$ cat src/sv/sdq_pkg.sv
// ----------------------------------------------------------------------------
// Sleep delta queue package
// Shared widths, codes, the stored entry layout and the sequencer states.
// ----------------------------------------------------------------------------
package sdq_pkg;

  localparam int TASK_W        = 8;
  localparam int DELTA_W       = 31;
  localparam int KIND_W        = 2;
  localparam int DEPTH_DEFAULT = 16;
  localparam int MAX_RESULTS   = 16;
  localparam int REL_W         = $clog2(MAX_RESULTS + 1);

  typedef enum logic [0:0] {
    FUNC_TICK   = 1'b0,
    FUNC_INSERT = 1'b1
  } func_t;

  typedef enum logic [KIND_W-1:0] {
    KIND_ACCEPT  = 2'd0,
    KIND_FULL    = 2'd1,
    KIND_RELEASE = 2'd2
  } kind_t;

  typedef struct packed {
    logic [TASK_W-1:0]  task_id;
    logic [DELTA_W-1:0] delta;
  } entry_t;

  typedef enum logic [2:0] {
    ST_IDLE,
    ST_WALK,
    ST_FIX,
    ST_EMIT,
    ST_TICK_HEAD,
    ST_TICK_NEXT
  } state_t;

endpackage

$ cat src/sv/sdq_in_if.sv
// ----------------------------------------------------------------------------
// Sleep delta queue input channel
// Valid/ready channel carrying one tick or insert request.
// ----------------------------------------------------------------------------
interface sdq_in_if;
  logic                       valid;
  logic                       ready;
  logic                       func;
  logic [sdq_pkg::TASK_W-1:0]  task_id;
  logic [sdq_pkg::DELTA_W-1:0] duration;

  modport source (output valid, output func, output task_id, output duration, input ready);
  modport sink (input valid, input func, input task_id, input duration, output ready);
endinterface

$ cat src/sv/sdq_out_if.sv
// ----------------------------------------------------------------------------
// Sleep delta queue result channel
// Valid/ready channel carrying one result request.
// ----------------------------------------------------------------------------
interface sdq_out_if;
  logic                      valid;
  logic                      ready;
  logic [sdq_pkg::KIND_W-1:0] kind;
  logic [sdq_pkg::TASK_W-1:0] task_id_res;
  logic                      last;

  modport source (output valid, output kind, output task_id_res, output last, input ready);
  modport sink (input valid, input kind, input task_id_res, input last, output ready);
endinterface

$ cat src/sv/sdq_ram.sv
// ----------------------------------------------------------------------------
// Sleep delta queue RAM
// Generic single write port, single read port memory with registered read.
// ----------------------------------------------------------------------------
module sdq_ram #(
  parameter int WIDTH = 39,
  parameter int DEPTH = 16
) (
  input  logic                     clk,
  input  logic                     wen,
  input  logic [$clog2(DEPTH)-1:0] waddr,
  input  logic [WIDTH-1:0]         wdata,
  input  logic [$clog2(DEPTH)-1:0] raddr,
  output logic [WIDTH-1:0]         rdata
);

  logic [WIDTH-1:0] mem [DEPTH];

  always_ff @(posedge clk) begin
    if (wen) begin
      mem[waddr] <= wdata;
    end
    rdata <= mem[raddr];
  end

endmodule

$ cat src/sv/sleep_delta_queue_top.sv
// ----------------------------------------------------------------------------
// Sleep delta queue
// Delta list of sleeping tasks held as a circular buffer in one RAM.
// ----------------------------------------------------------------------------
// A request on in_req is either a tick or an insert of task_id with a sleep
// duration. Results leave on out_res; every request that causes results ends
// its run of results with last set.
// An insert walks the list from the head, one stored entry per cycle, through
// a single shared subtractor; each entry passed over moves one slot towards
// the head, so the new task drops into the freed slot and the head pointer
// steps back. An insert that goes at the tail writes the new entry and moves
// on to its result; otherwise a fix step first takes the new delta off its
// successor. A full store goes straight to its result. The next request can
// be taken in the cycle the result is presented.
// A tick reads the head, then releases one task per cycle while the head
// delta is zero and the receiver does not stall, at most sixteen per tick.
// A new request is taken only in the idle state. Results are held in an output
// register; when the receiver stalls the sequencer waits at its next result.
// Reset empties the list at once; stored entries need no clearing.
// ----------------------------------------------------------------------------
module sleep_delta_queue_top #(
  parameter int DEPTH = sdq_pkg::DEPTH_DEFAULT
) (
  input  logic       clk,
  input  logic       rst,
  sdq_in_if.sink     in_req,
  sdq_out_if.source  out_res
);

  localparam int IW = $clog2(DEPTH);
  localparam int CW = $clog2(DEPTH + 1);
  localparam int DW = sdq_pkg::DELTA_W;
  localparam int RW = sdq_pkg::REL_W;

  sdq_pkg::state_t state, state_next;
  logic [IW-1:0] head, head_next;
  logic [CW-1:0] count, count_next;
  logic [IW-1:0] ptr, ptr_next;
  logic [CW-1:0] k, k_next;
  logic [DW-1:0] rem, rem_next;
  logic [RW-1:0] n_rel, n_rel_next;
  logic [sdq_pkg::TASK_W-1:0] task_r, task_r_next;
  logic [sdq_pkg::TASK_W-1:0] pend, pend_next;
  sdq_pkg::kind_t kind_r, kind_r_next;

  logic out_valid;
  sdq_pkg::kind_t out_kind;
  logic [sdq_pkg::TASK_W-1:0] out_task;
  logic out_last;
  logic out_load;
  sdq_pkg::kind_t load_kind;
  logic [sdq_pkg::TASK_W-1:0] load_task;
  logic load_last;
  logic slot_free;

  logic wen;
  logic [IW-1:0] waddr, raddr;
  sdq_pkg::entry_t wdata, rdata;

  logic [DW-1:0] sub_a, sub_b;
  logic [DW:0] sub_res;
  logic borrow;
  logic more;

  function automatic logic [IW-1:0] idx_inc(input logic [IW-1:0] x);
    return (x == IW'(DEPTH - 1)) ? '0 : x + 1'b1;
  endfunction

  function automatic logic [IW-1:0] idx_dec(input logic [IW-1:0] x);
    return (x == '0) ? IW'(DEPTH - 1) : x - 1'b1;
  endfunction

  sdq_ram #(
    .WIDTH ($bits(sdq_pkg::entry_t)),
    .DEPTH (DEPTH)
  ) u_ram (
    .clk   (clk),
    .wen   (wen),
    .waddr (waddr),
    .wdata (wdata),
    .raddr (raddr),
    .rdata (rdata)
  );

  assign sub_res   = {1'b0, sub_a} - {1'b0, sub_b};
  assign borrow    = sub_res[DW];
  assign slot_free = !out_valid || out_res.ready;
  assign more      = (count != '0) && (rdata.delta == '0) &&
                     (n_rel < RW'(sdq_pkg::MAX_RESULTS));

  assign in_req.ready       = (state == sdq_pkg::ST_IDLE);
  assign out_res.valid      = out_valid;
  assign out_res.kind       = out_kind;
  assign out_res.task_id_res = out_task;
  assign out_res.last       = out_last;

  always_ff @(posedge clk) begin
    if (rst) begin
      state     <= sdq_pkg::ST_IDLE;
      head      <= '0;
      count     <= '0;
      out_valid <= 1'b0;
    end else begin
      state <= state_next;
      head  <= head_next;
      count <= count_next;
      if (out_load) begin
        out_valid <= 1'b1;
      end else if (out_res.ready) begin
        out_valid <= 1'b0;
      end
    end
  end

  always_ff @(posedge clk) begin
    ptr    <= ptr_next;
    k      <= k_next;
    rem    <= rem_next;
    n_rel  <= n_rel_next;
    task_r <= task_r_next;
    pend   <= pend_next;
    kind_r <= kind_r_next;
    if (out_load) begin
      out_kind <= load_kind;
      out_task <= load_task;
      out_last <= load_last;
    end
  end

  always_comb begin
    state_next  = state;
    head_next   = head;
    count_next  = count;
    ptr_next    = ptr;
    k_next      = k;
    rem_next    = rem;
    n_rel_next  = n_rel;
    task_r_next = task_r;
    pend_next   = pend;
    kind_r_next = kind_r;
    out_load    = 1'b0;
    load_kind   = kind_r;
    load_task   = task_r;
    load_last   = 1'b1;
    wen         = 1'b0;
    waddr       = ptr;
    wdata       = rdata;
    raddr       = head;
    sub_a       = rem;
    sub_b       = rdata.delta;

    case (state)
      sdq_pkg::ST_IDLE: begin
        if (in_req.valid) begin
          if (in_req.func == sdq_pkg::FUNC_INSERT) begin
            task_r_next = in_req.task_id;
            rem_next    = in_req.duration;
            ptr_next    = head;
            k_next      = '0;
            if (count == CW'(DEPTH)) begin
              kind_r_next = sdq_pkg::KIND_FULL;
              state_next  = sdq_pkg::ST_EMIT;
            end else begin
              kind_r_next = sdq_pkg::KIND_ACCEPT;
              state_next  = sdq_pkg::ST_WALK;
            end
          end else if (count != '0) begin
            n_rel_next = '0;
            state_next = sdq_pkg::ST_TICK_HEAD;
          end
        end
      end

      sdq_pkg::ST_WALK: begin
        raddr = ptr;
        if ((k == count) || borrow) begin
          wen           = 1'b1;
          waddr         = idx_dec(ptr);
          wdata.task_id = task_r;
          wdata.delta   = rem;
          if (k == count) begin
            head_next  = idx_dec(head);
            count_next = count + 1'b1;
            state_next = sdq_pkg::ST_EMIT;
          end else begin
            state_next = sdq_pkg::ST_FIX;
          end
        end else begin
          wen      = 1'b1;
          waddr    = idx_dec(ptr);
          rem_next = sub_res[DW-1:0];
          ptr_next = idx_inc(ptr);
          k_next   = k + 1'b1;
          raddr    = idx_inc(ptr);
        end
      end

      sdq_pkg::ST_FIX: begin
        raddr       = ptr;
        sub_a       = rdata.delta;
        sub_b       = rem;
        wen         = 1'b1;
        waddr       = ptr;
        wdata.delta = sub_res[DW-1:0];
        head_next   = idx_dec(head);
        count_next  = count + 1'b1;
        state_next  = sdq_pkg::ST_EMIT;
      end

      sdq_pkg::ST_EMIT: begin
        if (slot_free) begin
          out_load   = 1'b1;
          state_next = sdq_pkg::ST_IDLE;
        end
      end

      sdq_pkg::ST_TICK_HEAD: begin
        sub_a = rdata.delta;
        sub_b = DW'(1);
        if (rdata.delta[DW-1:1] == '0) begin
          pend_next  = rdata.task_id;
          head_next  = idx_inc(head);
          count_next = count - 1'b1;
          n_rel_next = RW'(1);
          raddr      = idx_inc(head);
          state_next = sdq_pkg::ST_TICK_NEXT;
        end else begin
          wen         = 1'b1;
          waddr       = head;
          wdata.delta = sub_res[DW-1:0];
          state_next  = sdq_pkg::ST_IDLE;
        end
      end

      sdq_pkg::ST_TICK_NEXT: begin
        if (slot_free) begin
          out_load  = 1'b1;
          load_kind = sdq_pkg::KIND_RELEASE;
          load_task = pend;
          load_last = !more;
          if (more) begin
            pend_next  = rdata.task_id;
            head_next  = idx_inc(head);
            count_next = count - 1'b1;
            n_rel_next = n_rel + 1'b1;
            raddr      = idx_inc(head);
          end else begin
            state_next = sdq_pkg::ST_IDLE;
          end
        end
      end

      default: begin
        state_next = sdq_pkg::ST_IDLE;
      end
    endcase
  end

  a_count_bound: assert property (@(posedge clk) disable iff (rst)
    count <= CW'(DEPTH))
    else $error("Entry count exceeds the store depth.");

  a_fix_grows: assert property (@(posedge clk) disable iff (rst)
    state == sdq_pkg::ST_FIX |=> count == $past(count) + 1'b1)
    else $error("Insert with a successor did not grow the list by one.");

  a_release_bound: assert property (@(posedge clk) disable iff (rst)
    state == sdq_pkg::ST_TICK_NEXT |-> n_rel <= RW'(sdq_pkg::MAX_RESULTS))
    else $error("Too many releases on one tick.");

  a_no_write_idle: assert property (@(posedge clk) disable iff (rst)
    (state == sdq_pkg::ST_IDLE || state == sdq_pkg::ST_EMIT) |-> !wen)
    else $error("RAM written outside an active sequence.");

  a_full_only: assert property (@(posedge clk) disable iff (rst)
    (out_load && load_kind == sdq_pkg::KIND_FULL) |-> count == CW'(DEPTH))
    else $error("Insert rejected while the store had room.");

endmodule

$ cat src/flat_wrapper.sv
// flat-port wrapper written by rule: the top's interface ports become plain ports
module sleep_delta_queue_top_flat 
#(
  parameter int DEPTH = sdq_pkg::DEPTH_DEFAULT
)
  (clk, rst, in_req_valid, in_req_func, in_req_task_id, in_req_duration, in_req_ready, out_res_valid, out_res_kind, out_res_task_id_res, out_res_last, out_res_ready);
  sdq_in_if in_req_i ();
  sdq_out_if out_res_i ();
  input  logic clk;
  input  logic rst;
  input wire logic [$bits(in_req_i.valid)-1:0] in_req_valid;
  input wire logic [$bits(in_req_i.func)-1:0] in_req_func;
  input wire logic [$bits(in_req_i.task_id)-1:0] in_req_task_id;
  input wire logic [$bits(in_req_i.duration)-1:0] in_req_duration;
  output wire logic [$bits(in_req_i.ready)-1:0] in_req_ready;
  output wire logic [$bits(out_res_i.valid)-1:0] out_res_valid;
  output wire logic [$bits(out_res_i.kind)-1:0] out_res_kind;
  output wire logic [$bits(out_res_i.task_id_res)-1:0] out_res_task_id_res;
  output wire logic [$bits(out_res_i.last)-1:0] out_res_last;
  input wire logic [$bits(out_res_i.ready)-1:0] out_res_ready;
  assign in_req_i.valid = in_req_valid;
  assign in_req_i.func = in_req_func;
  assign in_req_i.task_id = in_req_task_id;
  assign in_req_i.duration = in_req_duration;
  assign in_req_ready = in_req_i.ready;
  assign out_res_valid = out_res_i.valid;
  assign out_res_kind = out_res_i.kind;
  assign out_res_task_id_res = out_res_i.task_id_res;
  assign out_res_last = out_res_i.last;
  assign out_res_i.ready = out_res_ready;
  sleep_delta_queue_top #(.DEPTH(DEPTH)) u_core (.clk(clk), .rst(rst), .in_req(in_req_i), .out_res(out_res_i));
endmodule
$ cat config.mk
export PLATFORM = sky130hd
export DESIGN_NAME = sleep_delta_queue_top_flat
export DESIGN_NICKNAME = d
export VERILOG_FILES = /design/src/sv/sdq_pkg.sv /design/src/sv/sdq_in_if.sv /design/src/sv/sdq_out_if.sv /design/src/sv/sdq_ram.sv /design/src/sv/sleep_delta_queue_top.sv /design/src/flat_wrapper.sv
export SDC_FILE = /design/constraint.sdc
export NUM_CORES = 1
export LEC_CHECK = 0
export ABC_CLOCK_PERIOD_IN_PS = 5800
export CORE_MARGIN = 2
export CORE_UTILIZATION = 53
export DETAILED_ROUTE_END_ITERATION = 16
export DONT_BUFFER_PORTS = 1
export GPL_TIMING_DRIVEN = 1
export PLACE_DENSITY = 0.7
export SYNTH_ARGS = -nofsm -noshare
export SYNTH_HDL_FRONTEND = slang
export SYNTH_HIERARCHICAL = 1
export SYNTH_SLANG_ARGS = --single-unit
$ cat constraint.sdc
create_clock -name clk -period 5.8 [get_ports clk]
set_input_delay 0.87 -clock clk [delete_from_list [all_inputs] [get_ports clk]]
set_output_delay 0.87 -clock clk [all_outputs]
set_load 0.02 [all_outputs]
==> qor.csv, run 1 <==
stage,metric,value,unit
yosys,adder-cell share of the synthesized area,0.0179,
timing,slew at the pin closest to its max-slew limit,1.20,ns
timing,Clock Skews,0.0225,ns
worst_setup_path,CP Data Required Time,6.35,ns
floorplanning,Starting Density,0.535,
yosys,post-synthesis xor/xnor area fraction,0.0119,
detailed_routing,initial DRC count,2094,
yosys,Syn Area/Cell,17.1,µm²
yosys,register area share after synthesis,0.697,
worst_setup_path,WP data arrival,5.89,ns
detailed_routing,via count,17700,
worst_setup_path,Worst Setup Start Kind,flop,
timing,final slew viol count,0,
placed_design,RePlAce Congestion,0.923,
yosys,multiplexer area fraction after synthesis,0.129,
yosys,Mapped Cells,1842,
worst_setup_path,crit path from,u_core/state[2]$_SDFFE_PP0P_,
floorplanning,Core ar.,58900,µm²
yosys,Post-synth EDFFs,697,
layout,layout cell share with drive strength beyond 1,0.228,
worst_setup_path,CP Cell Sequence,buf_4 -> nor2_1 -> and2_1 -> buf_12 -> a22oi_1 -> ha_1 -> nand4_1 -> nor4_4 -> o211ai_1 -> a21oi_2 -> buf_4 -> o21ai_0 -> xnor2_1 -> o211ai_1 -> nor2_4 -> buf_4 -> a22oi_1 -> nand2_1,
global_route,vias in the first global route,17400,
hold_path,Worst Hold Class,in2reg,
yosys,"top cells by area, synth","edfxtp_1 (66%), mux4_2 (11%), dfxtp_1 (3.3%)",
yosys,largest family of logic cells by synthesized area,multiplexers,
yosys,cell taking the most area after synthesis,edfxtp_1,
global_route,initial antenna violation count,9,
placed_design,port bufs,0,
layout,design area,35400,µm²
yosys,Synth Area in Compound Gates,0.0807,
hold_path,hold path endpoint,u_core/count[0]$_SDFFE_PP0P_,
timing,setup TNS,0,ns
timing,Hold Fails Final Rpt,0,
layout,final-stage net count,1982,
detailed_routing,Vias/cell,6.50,
yosys,post-synthesis simple-gate area fraction,0.0452,
clock_tree,Sink Count,749,
clock_tree,H-tree depth,3,
floorplanning,# rows,89,
placed_design,Final HPWL DP,44400,µm
timing,final period utilization,0.920,
clock_tree,clock tree buffer depth,3,
floorplanning,die width,248,µm
clock_tree,number of buffers created by CTS,75,
timing,endpoints failing setup,0,
global_route,grt ovf,0,
worst_setup_path,Most common cell on crit path,buf_4,
floorplanning,IO Count,57,
yosys,post-synth top area share,0.664,
worst_setup_path,top cell family by delay on the critical path,simple AND/OR/NAND/NOR gates,
clock_tree,latest clock arrival within the worst-skew pair,0.63,ns
yosys,syn nets,1930,
hold_path,HP Start,rst,
timing,Fin Hold WS,0.315,ns
global_route,global-route usage over all layers,0.251,
layout,Ant. Diodes,0,
status,status,"finished, final reports clean",
timing,RSZ-0062 raised after global routing,false,
yosys,Post-Synthesis Cell Area,31500,µm²
yosys,post-synthesis cell type count,75,
worst_setup_path,Critical Path End Type,flop,
yosys,yosys warns,6,
clock_tree,CTS Hold Bufs,0,
detailed_routing,DRC,0,
timing,fmax,187,MHz
detailed_routing,Antenna Nets Post-Route,0,
worst_setup_path,max incr delay on CP,0.82,ns
timing,Final min period,5.34,ns
global_route,largest net degree at the start of global routing,107,
clock_tree,clock slew seen by the registers of the worst setup and hold paths,0.06,ns
worst_setup_path,worst r2r path cells,18,
global_route,global-route wire length before repair,112000,µm
floorplanning,Die Area,61500,µm²
worst_setup_path,Worst R2R End,u_core/u_ram/rdata[19]$_DFF_P_,
clock_tree,post_cts resized,0,
detailed_routing,1st-pass router iterations,5,
detailed_routing,"wirelength, routed",75800,µm
timing,Slew HR,0.197,
worst_setup_path,"Max stage delay cell, worst path",nor2_4,
worst_setup_path,Critical Path Fanout Max,30,
yosys,synthesized flop and latch total,749,
run,number of max-cap violations,0,
yosys,Synth Flop Type,edfxtp_1,
worst_setup_path,worst path bufs/invs,4,
placed_design,area post-placement,33000,µm²
floorplanning,DIE HEIGHT,248,µm
worst_setup_path,r2r setup slk,0.46,ns
clock_tree,root buffer cell,clkbuf_16,
worst_setup_path,critical path class,reg2reg,
clock_tree,CTS tree,built,
layout,Area growth syn-to-layout,12.2,%
detailed_routing,routed len/inst,27.8,µm
hold_path,Hold Path Depth,1,
worst_setup_path,RR Startpoint,u_core/state[2]$_SDFFE_PP0P_,
clock_tree,Setup Buffers After CTS,0,
yosys,Async SR Flop Fraction,0,
==> worst max-delay path by stage <==
| stage | end | slack, ns | cells after the start |
|---|---|---|---|
| after floorplan | u_core/u_ram/mem[0][0]$_DFFE_PP_ | 0.50 | 9 |
| after global placement | u_core/u_ram/rdata[19]$_DFF_P_ | 0.72 | 18 |
| final | u_core/u_ram/rdata[19]$_DFF_P_ | 0.46 | 18 |
| after CTS | u_core/u_ram/rdata[20]$_DFF_P_ | 0.54 | 19 |
| after detailed placement | u_core/u_ram/rdata[21]$_DFF_P_ | 0.60 | 19 |
| after global routing | u_core/u_ram/rdata[20]$_DFF_P_ | 0.16 | 19 |
==> Yosys cell counts, drive strengths merged, types with 2 or more instances <==
cell type / instances
edfxtp: 697
mux4: 156
a22oi: 138
nand2: 130
o21ai: 95
nor2: 72
a21oi: 58
dfxtp: 52
buf: 51
clkbuf: 50
mux2: 48
ha: 42
xnor2: 26
inv: 21
nor3: 17
xor2: 17
nand3: 15
nand2b: 12
nand4: 12
nor4: 12
o211ai: 10
a31oi: 9
nor2b: 9
a21o: 8
a211oi: 7
o31ai: 7
a311oi: 6
o21a: 6
a221o: 5
and2: 5
nand3b: 5
and3: 4
o21bai: 4
or3: 4
nor3b: 3
a211o: 2
fa: 2
mux2i: 2
o211a: 2
o221a: 2
o31a: 2
o41ai: 2
or2: 2
==> area by class of cell <==
| type | instances | area, µm² |
|---|---|---|
| clock buffer | 102 | 2070 |
| clock inverter | 38 | 348 |
| fill | 4154 | 23500 |
| inverter | 21 | 78.8 |
| tap | 773 | 967 |
| sequential | 749 | 22000 |
| timing repair buffer | 76 | 796 |
| multi-input combinational | 971 | 9160 |
==> cell usage in the layout (no fill, tap or decap), types with 13 or more instances in the layout <==
cell type / instances
nand3_1: 15
a21oi_1: 55
buf_12: 18
clkbuf_16: 77
nand2_1: 128
ha_1: 42
nor2_4: 13
a22oi_1: 138
dfxtp_1: 52
xor2_1: 17
inv_1: 21
clkbuf_1: 20
o21ai_0: 87
buf_4: 58
nor2_1: 56
mux2_2: 48
xnor2_1: 26
edfxtp_1: 697
mux4_2: 156
==> state kept, by name, summed over array words and instances (netlist names) <==
name,cells
u_core/n_rel,5
u_core/pend,8
u_core/head,4
u_core/rem,31
u_core/state,3
u_core/kind_r,1
u_core/u_ram/rdata,39
u_core/u_ram/mem,624
u_core/out_res.last,1
u_core/count,5
u_core/out_res.valid,1
u_core/out_res.kind,2
u_core/out_res.task_id_res,8
u_core/ptr,4
u_core/task_r,8
u_core/k,5
==> per-layer routing <==
layer	track usage	wire length (µm)
met1	0.356	30800
met3	0.0454	6190
met2	0.403	36900
met4	0.0763	1780
met5	0	125
==> kinds of logic after synthesis <==
group,count (synthesis)
adder cells (fa/ha/maj),44
XOR/XNOR,43
AND/OR/NAND/NOR,306
flip-flops,749
multiplexers,206
AO/OA/AOI/OAI,372
buffers and inverters,122
==> metrics by stage <==
| step | utilization | std cells | setup WS, ns |
|---|---|---|---|
| after floorplan | - | 1842 | 0.499 |
| after global placement | 0.560 | 2589 | 0.717 |
| after detailed placement | 0.560 | 2589 | 0.599 |
| after CTS | 0.601 | 2729 | 0.544 |
| after global routing | 0.601 | 2730 | 0.157 |
| final | 0.601 | 2730 | 0.464 |
Power of run 1 is left out: the tool's default activity adds up to more than one toggle a clock period on the data nets, which glitch-free logic cannot reach.
==> run 2, diff against run 1 <==
--- a/config.mk
+++ b/config.mk
@@ -10,2 +10,3 @@
 export CORE_UTILIZATION = 53
+export CTS_CLUSTER_DIAMETER = 80
 export DETAILED_ROUTE_END_ITERATION = 16
==> constraint.sdc (replaced) <==
create_clock -name clk -period 5.8 [get_ports clk]
set_input_delay 0.29 -clock clk [delete_from_list [all_inputs] [get_ports clk]]
set_output_delay 0.29 -clock clk [all_outputs]
set_load 0.02 [all_outputs]
==> run 2 against run 1 <==
  * Setup slack gained 0.0020 ns
  * Flip-flop and latch count is the same
  * Wire length grew 0.18%
  * Critical path depth is the same
  * Utilization grew 0.74 points
==> qor.csv, run 2 (synthesized netlist as in run 1, its figures left out) <==
stage,metric,value,unit
floorplanning,die width,248,µm
placed_design,port bufs,0,
placed_design,Final HPWL DP,44400,µm
detailed_routing,via count,17900,
timing,final period utilization,0.920,
layout,multi-input logic area,9160,µm²
timing,RSZ-0062 raised after global routing,false,
clock_tree,H-tree depth,3,
layout,Area growth syn-to-layout,13.6,%
global_route,initial antenna violation count,6,
layout,largest reg by FF count,u_core/u_ram/mem,
worst_setup_path,Critical Path Fanout Max,30,
layout,max reg flops,624,
detailed_routing,DRC,0,
layout,Sequential Area,22000,µm²
timing,endpoints failing setup,0,
floorplanning,Die Area,61500,µm²
timing,setup TNS,0,ns
clock_tree,Setup Buffers After CTS,0,
global_route,global-route usage over all layers,0.253,
floorplanning,DIE HEIGHT,248,µm
worst_setup_path,worst r2r path cells,18,
detailed_routing,Antenna Nets Post-Route,0,
timing,fmax,187,MHz
global_route,global-route wire length before repair,113000,µm
placed_design,RePlAce Congestion,0.923,
timing,slew at the pin closest to its max-slew limit,1.21,ns
global_route,largest net degree at the start of global routing,107,
worst_setup_path,CP Data Required Time,6.35,ns
floorplanning,# rows,89,
floorplanning,Core ar.,58900,µm²
floorplanning,Starting Density,0.535,
worst_setup_path,Worst Setup Start Kind,flop,
layout,most frequent cells in the layout,"edfxtp_1 (697), mux4_2 (156), a22oi_1 (138)",
timing,Final min period,5.33,ns
worst_setup_path,Critical Path End Type,flop,
layout,final-stage net count,2025,
clock_tree,root buffer cell,clkbuf_16,
clock_tree,CTS tree,built,
layout,layout cell share with drive strength beyond 1,0.223,
timing,Hold Fails Final Rpt,0,
detailed_routing,initial DRC count,2045,
clock_tree,clock tree buffer depth,3,
detailed_routing,1st-pass router iterations,6,
detailed_routing,routed len/inst,27.4,µm
timing,Clock Skews,0.0220,ns
status,status,"finished, final reports clean",
detailed_routing,Vias/cell,6.45,
run,number of max-cap violations,0,
clock_tree,clock slew seen by the registers of the worst setup and hold paths,0.06,ns
detailed_routing,"wirelength, routed",75900,µm
clock_tree,number of buffers created by CTS,75,
floorplanning,IO Count,57,
layout,"commonest non-fill, non-tap cell in the layout",edfxtp_1,
timing,final slew viol count,0,
global_route,vias in the first global route,17600,
layout,Fillers,4119,
global_route,grt ovf,0,
worst_setup_path,critical path class,reg2reg,
worst_setup_path,WP data arrival,5.88,ns
hold_path,Hold Path Depth,3,
timing,Slew HR,0.194,
clock_tree,latest clock arrival within the worst-skew pair,0.63,ns
hold_path,Worst Hold Class,in2reg,
clock_tree,Sink Count,749,
layout,largest registers,"u_core/u_ram/mem x624, u_core/u_ram/rdata x39, u_core/rem x31",
-- run 2: cell types whose count changed in the layout (fill, tap and decap cells not counted), sizes merged --
cell | before | now
diode | 0 | 2
dlygate4sd3 | 0 | 43
-- run 2: what timing repair did --
action / CTS / global route
hold buffers: 43 / 0
gates resized for setup: 0 / 0
hold endpoints to repair: 52 / 0
-- run 2: area by class of cell --
type | instances | share of cell area
Sequential cell | 749 | 0.613
Multi-Input combinational cell | 971 | 0.256
Clock buffer | 102 | 0.0578
Timing Repair Buffer | 119 | 0.0342
Tap cell | 773 | 0.0270
Clock inverter | 38 | 0.00971
Inverter | 21 | 0.00220
Antenna cell | 2 | 0.000140
-- run 2: routing by layer --
layer / part of all wire / up-vias / track usage / wire [µm]
met5: 0.00068 / - / 0 / 52
met2: 0.49 / 786 / 0.405 / 37000
met4: 0.026 / 8 / 0.0770 / 1970
met3: 0.080 / 123 / 0.0402 / 6080
li1: - / 7681 / - / -
met1: 0.41 / 9298 / 0.361 / 30800
-- run 2: stage by stage --
step	util	hold WS (ns)	setup WS, ns	instance area (µm²)	std cells
2_1_floorplan	-	0.358	0.499	31500	1842
3_3_place_gp	0.560	0.364	0.717	33000	2589
3_5_place_dp	0.560	0.368	0.599	33000	2589
4_1_cts	0.608	0.0196	0.544	35800	2772
5_1_grt	0.608	0.0694	0.157	35800	2775
6_report	0.608	0.0428	0.466	35800	2775
-- run 2: critical path, cell delays in order (launching register included) --
cell	delay, ns
dfxtp_1	0.32
buf_4	0.18
nor2_1	0.16
and2_1	0.34
buf_12	0.24
a22oi_1	0.10
ha_1	0.42
nand4_1	0.33
nor4_4	0.31
o211ai_1	0.16
a21oi_2	0.12
buf_4	0.15
o21ai_0	0.11
xnor2_1	0.30
o211ai_1	0.31
nor2_4	0.82
buf_4	0.54
a22oi_1	0.19
nand2_1	0.11
-- run 2: final timing paths --
path | from | slack (ns) | to
max | u_core/state[2]$_SDFFE_PP0P_ | 0.47 | u_core/u_ram/rdata[20]$_DFF_P_
min | in_req_func | 0.04 | u_core/state[0]$_SDFFE_PP0P_
max reg2reg | u_core/state[2]$_SDFFE_PP0P_ | 0.47 | u_core/u_ram/rdata[20]$_DFF_P_
min reg2reg | u_core/u_ram/rdata[31]$_DFF_P_ | 0.43 | u_core/pend[0]$_DFFE_PP_
Power of run 2 is left out for the same reason.
